$ cat src/rtl/bfmt_pkg.sv
package bfmt_pkg;

  localparam int TableEntriesDefault = 1024;
  localparam int SlotW = 10;
  localparam logic [15:0] EtherIpv4 = 16'h0800;
  localparam logic [7:0] ProtoTcp = 8'd6;
  localparam logic [7:0] ProtoUdp = 8'd17;

  // request codes
  typedef enum logic [1:0] {
    ACT_EGRESS  = 2'd0,
    ACT_INGRESS = 2'd1,
    ACT_READ    = 2'd2,
    ACT_NONE    = 2'd3
  } action_t;

  // result status codes
  typedef enum logic [2:0] {
    ST_FILTERED   = 3'd0,
    ST_EG_NEW     = 3'd1,
    ST_EG_UPDATE  = 3'd2,
    ST_FULL       = 3'd3,
    ST_IN_UPDATE  = 3'd4,
    ST_IN_MISS    = 3'd5,
    ST_READ_VALID = 3'd6,
    ST_READ_EMPTY = 3'd7
  } status_t;

  typedef enum logic [2:0] {
    S_IDLE,
    S_SCAN,
    S_WAIT,
    S_WRITE,
    S_RESP,
    S_OUT
  } state_t;

  // commands from controller to datapath
  typedef struct packed {
    logic    load;       // capture request
    logic    scan_start; // reset scan pointer
    logic    scan_step;  // advance scan pointer
    logic    rd_hit;     // read entry at match slot
    logic    rd_req;     // read entry at read_slot
    logic    write;      // write updated entry
    logic    result;     // build result into output register
    status_t status;
  } bfmt_cmd_t;

  // status from datapath to controller
  typedef struct packed {
    action_t action;
    logic    tracked;
    logic    scan_done;
    logic    hit;
    logic    free_found;
    logic    rd_valid;
  } bfmt_sts_t;

endpackage

$ cat src/rtl/bfmt_ctrl.sv
module bfmt_ctrl (
  input  logic              clk,
  input  logic              rst_n,
  input  logic              in_tvalid,
  output logic              in_tready,
  output logic              out_tvalid,
  input  logic              out_tready,
  input  bfmt_pkg::bfmt_sts_t sts,
  output bfmt_pkg::bfmt_cmd_t cmd
);
  import bfmt_pkg::*;

  state_t state_r, state_nxt;
  logic   ovalid_r, ovalid_nxt;

  // state and output valid registers
  always_ff @(posedge clk) begin
    if (!rst_n) begin
      state_r  <= S_IDLE;
      ovalid_r <= 1'b0;
    end else begin
      state_r  <= state_nxt;
      ovalid_r <= ovalid_nxt;
    end
  end

  assign in_tready  = (state_r == S_IDLE);
  assign out_tvalid = ovalid_r;

  // next state and commands
  always_comb begin
    state_nxt  = state_r;
    ovalid_nxt = ovalid_r;
    cmd        = '0;
    cmd.status = ST_FILTERED;
    if (ovalid_r && out_tready) ovalid_nxt = 1'b0;
    unique case (state_r)
      S_IDLE: begin
        if (in_tvalid) begin
          cmd.load       = 1'b1;
          cmd.scan_start = 1'b1;
          state_nxt      = S_SCAN;
        end
      end
      S_SCAN: begin
        if (sts.action == ACT_READ) begin
          cmd.rd_req = 1'b1;
          state_nxt  = S_WAIT;
        end else if (!sts.tracked) begin
          state_nxt = S_RESP;
        end else if (sts.hit || sts.scan_done) begin
          cmd.rd_hit = 1'b1;
          state_nxt  = S_WAIT;
        end else begin
          cmd.scan_step = 1'b1;
        end
      end
      S_WAIT: begin
        if (sts.action == ACT_READ) state_nxt = S_RESP;
        else state_nxt = S_WRITE;
      end
      S_WRITE: begin
        if (sts.hit || (sts.action == ACT_EGRESS && sts.free_found))
          cmd.write = 1'b1;
        state_nxt = S_RESP;
      end
      S_RESP: begin
        if (!ovalid_r || out_tready) begin
          cmd.result = 1'b1;
          ovalid_nxt = 1'b1;
          state_nxt  = S_IDLE;
          if (sts.action == ACT_READ)
            cmd.status = sts.rd_valid ? ST_READ_VALID : ST_READ_EMPTY;
          else if (!sts.tracked)
            cmd.status = ST_FILTERED;
          else if (sts.action == ACT_EGRESS)
            cmd.status = sts.hit ? ST_EG_UPDATE :
                         (sts.free_found ? ST_EG_NEW : ST_FULL);
          else
            cmd.status = sts.hit ? ST_IN_UPDATE : ST_IN_MISS;
        end
      end
      default: state_nxt = S_IDLE;
    endcase
  end

  // a result is only built while the output register is free
  a_res_free: assert property (@(posedge clk) disable iff (!rst_n)
    cmd.result |-> (!ovalid_r || out_tready)) else $error("result overwrite");
  // input is taken only in idle
  a_load_idle: assert property (@(posedge clk) disable iff (!rst_n)
    cmd.load |-> state_r == S_IDLE) else $error("load outside idle");
  // a write follows the entry read
  a_write_seq: assert property (@(posedge clk) disable iff (!rst_n)
    cmd.write |-> $past(state_r) == S_WAIT) else $error("write out of order");

endmodule

$ cat config.mk
export PLATFORM = sky130hd
export DESIGN_NAME = bfmt_ctrl
export DESIGN_NICKNAME = d
export VERILOG_FILES = /design/src/rtl/bfmt_pkg.sv /design/src/rtl/bfmt_ctrl.sv
export SDC_FILE = /design/constraint.sdc
export NUM_CORES = 1
export LEC_CHECK = 0
export BUFFER_PORTS_ARGS = -buffer_cell sky130_fd_sc_hd__buf_2
export CAP_MARGIN = 20
export CORE_AREA = 2 2 39 41
export DETAILED_ROUTE_END_ITERATION = 7
export DIE_AREA = 0 0 41 43
export GPL_TIMING_DRIVEN = 0
export HOLD_SLACK_MARGIN = 0.03
export PLACE_DENSITY = 0.54
export SYNTH_ARGS = -nofsm -noshare
export SYNTH_HDL_FRONTEND = slang
export SYNTH_SLANG_ARGS = --single-unit
$ cat constraint.sdc
create_clock -name clk -period 1.74 [get_ports clk]
set_clock_uncertainty 0.05 [all_clocks]
set_input_delay 0.348 -clock clk [delete_from_list [all_inputs] [get_ports clk]]
set_output_delay 0.348 -clock clk [all_outputs]
set_load 0.02 [all_outputs]
==> impl_metrics.py <==
metrics = {
    "synth": {
        "synth_area_um2": 382,
        "yosysSeqAreaShare_pct": 21.0,
        "synth_seq_cells": 4,
        "synth_area_leaders": "dfxtp_1 (21%), nand2b_1 (4.9%), a21oi_2 (4.6%)",
        "syn_nets": 58,
        "synthDistinctLibCells": 30,
        "async_flop_share_pct": 0,
        "syn_avg_cell_area_um2": 8.12,
        "synth_edf_count": 0,
        "synth_flop_cell": "dfxtp_1",
        "synth_top_cell_by_area": "dfxtp_1",
        "synth_top_area_share_pct": 21.0,
        "synth_warnings": 0,
        "syn_inst": 47,
    },
    "drt": {
        "drt_wl_total_um": 1050,
        "drc": 0,
        "vias": 447,
        "wl_met3_um": 68,
        "wl_met2_um": 510,
        "wire_per_inst_um": 11.4,
        "vias_per_cell": 4.86,
        "initialDrtViolationCount": 3,
        "top_layer": "met3",
        "drt-met1-wl_um": 466,
        "postRouteAntennaNets": 0,
        "drtPass1Iterations": 4,
    },
    "status": {
        "violations": "setup timing",
        "outcome": "finished, violations left",
    },
    "place": {
        "dpl_worst_slack_ps": -29.6,
        "dp.cells": 85,
        "place_hpwl_um": 708,
        "io_buffers": 22,
        "gp_congestion": 0.667,
    },
    "pwr": {
        "switching_share_pct": 32.9,
        "p_total_mw": 0.381,
        "p_clk_share_pct": 31.4,
        "p_switching_mw": 0.125,
        "p_seq_share_pct": 26.9,
        "vdd_drop_max_mv": 0.159,
        "combPwrFrac_pct": 41.8,
        "power_density_mw_per_mm2": 606,
        "intPower_mw": 0.255,
        "cellLeakagePower_nw": 0.297,
    },
    "global_routing": {
        "antenna_found_initial": 0,
        "track_usage_pct": 14.5,
        "grt_pass1_wl_um": 1770,
        "grt_pass1_vias": 407,
        "grt_max_degree": 10,
        "grt_overflow": 0,
    },
    "sta": {
        "holdWs_ps": 329,
        "worst_pin_slew_ps": 340,
        "min_period_over_period_pct": 104,
        "timing.final.ws_setup_ps": -63.3,
        "relSlewSlack_pct": 77.3,
        "hold_viol": 0,
        "max_freq_mhz": 555,
        "finalSetupViolCount": 3,
        "slew_viol_final": 0,
        "finalSetupTns_ps": -149,
        "min_period_ps": 1800,
        "rsz0062_at_grt": "true",
    },
    "critical_path": {
        "endpoint_kind": "output pin",
        "cp_top_family": "simple AND/OR/NAND/NOR gates",
        "worst-setup-path-type": "flop to output pin",
        "worst-path-buf-inv": 1,
        "startpoint_type": "flop",
        "critical_path_required_ps": 1340,
        "critPathMaxStageDelay_ps": 390,
        "slowest_stage": "or3b_4",
        "worstPathMaxFanout": 4,
        "crit_chain": "or3b_4, nand2b_4, nor3_2, buf_4",
        "arrival_ps": 1410,
    },
    "finish": {
        "nets": 89,
        "area_growth_pct": 64.6,
        "finalNonFillerCells": 92,
        "diodes": 0,
        "drive_gt1_share_pct": 61.8,
    },
    "floorplanning": {
        "ios": 23,
        "die-width_um": 41,
        "die_area_mm2": 0.00176,
        "die_h_um": 43,
        "start_util_pct": 27.6,
        "core-area_mm2": 0.00138,
        "rows": 14,
    },
    "cts": {
        "ctsHoldBuffers": 0,
        "cts_buffers": 3,
        "h-tree-depth": 1,
        "cts_tree": "yes",
        "clock_sinks": 4,
        "clk_latency_ps": 240,
        "path_clk_slew_ps": 40,
        "ctsLongestPathBuffers": 2,
        "ctsRootBufferMaster": "clkbuf_4",
    },
    "run": {
        "cap_violations": 0,
    },
    "worst_hold_path": {
        "holdCritPathClass": "input port to flop",
    },
}
path summary, 6_finish.rpt:
check | cells after the start | slack [ps] | endpoint | startpoint
setup / recovery | 4 | -60 | cmd[1] | state_r[1]
hold / removal | 2 | 330 | state_r[2] | rst_n
setup reg to reg | 5 | 380 | state_r[0] | state_r[1]
hold reg to reg | 2 | 600 | out_tvalid | out_tvalid
logic make-up after synthesis:
group           Yosys count  share of synthesized area, %
compound gates           14                          27.2
flops                     4                          21.0
simple gates             24                          45.2
buf+inv                   5                          6.56
power groups by stage:
stage	registers [mW]	clock network, mW	logic [mW]
finish	0.102	0.119	0.159
global route	0.103	0.135	0.176
CTS	0.101	0.121	0.149
detailed placement	0.104	0	0.129
global placement	0.104	0	0.128
floorplan	0.104	0	0.0877
registers in the layout (all words and copies together) (netlist names):
| name | count |
|---|---|
| state_r | 3 |
| out_tvalid | 1 |
cell usage in the layout (no fill, tap or decap), drive strengths merged, types with 2 or more instances in the layout:
cell,Yosys,final
a211oi,2,2
a21oi,5,5
and2,2,2
buf,3,29
clkbuf,0,3
dfxtp,4,4
inv,2,2
nand2b,4,4
nor2,4,4
nor2b,2,2
nor3,2,2
o21ai,2,2
synth_stat cells, drive strengths merged (2+ instances only):
cell    n
a211oi  2
a21oi   5
and2    2
buf     3
dfxtp   4
inv     2
nand2b  4
nor2    4
nor2b   2
nor3    2
o21ai   2
routing by layer:
layer  GRT usage, %  vias up
met5              0        -
met2           21.6       19
met3           1.57        0
met1           19.4      198
met4           8.00        0
li1               -      230
area by class of cell:
| type | count | area, µm² |
|---|---|---|
| well taps | 16 | 20.0 |
| inverters | 2 | 7.51 |
| multi-input cells | 38 | 299 |
| clock buffers | 3 | 22.5 |
| flip-flops and latches | 4 | 91.3 |
| fillers | 137 | 756 |
| plain buffers | 1 | 7.51 |
| repair buffers | 28 | 180 |
timing repair:
item	in CTS	in global routing
pin swaps	3	4
buffers inserted	6	0
resized for setup	13	6
endpoints found under the setup margin	5	7
stage by stage:
step / utilization [%] / cell area (µm²)
detailed placement: 37.3 / 517
finish: 45.4 / 628
global route: 45.4 / 628
global placement: 37.3 / 517
floorplan: - / 387
CTS: 43.9 / 607
Power figures use the tool's default switching activity.
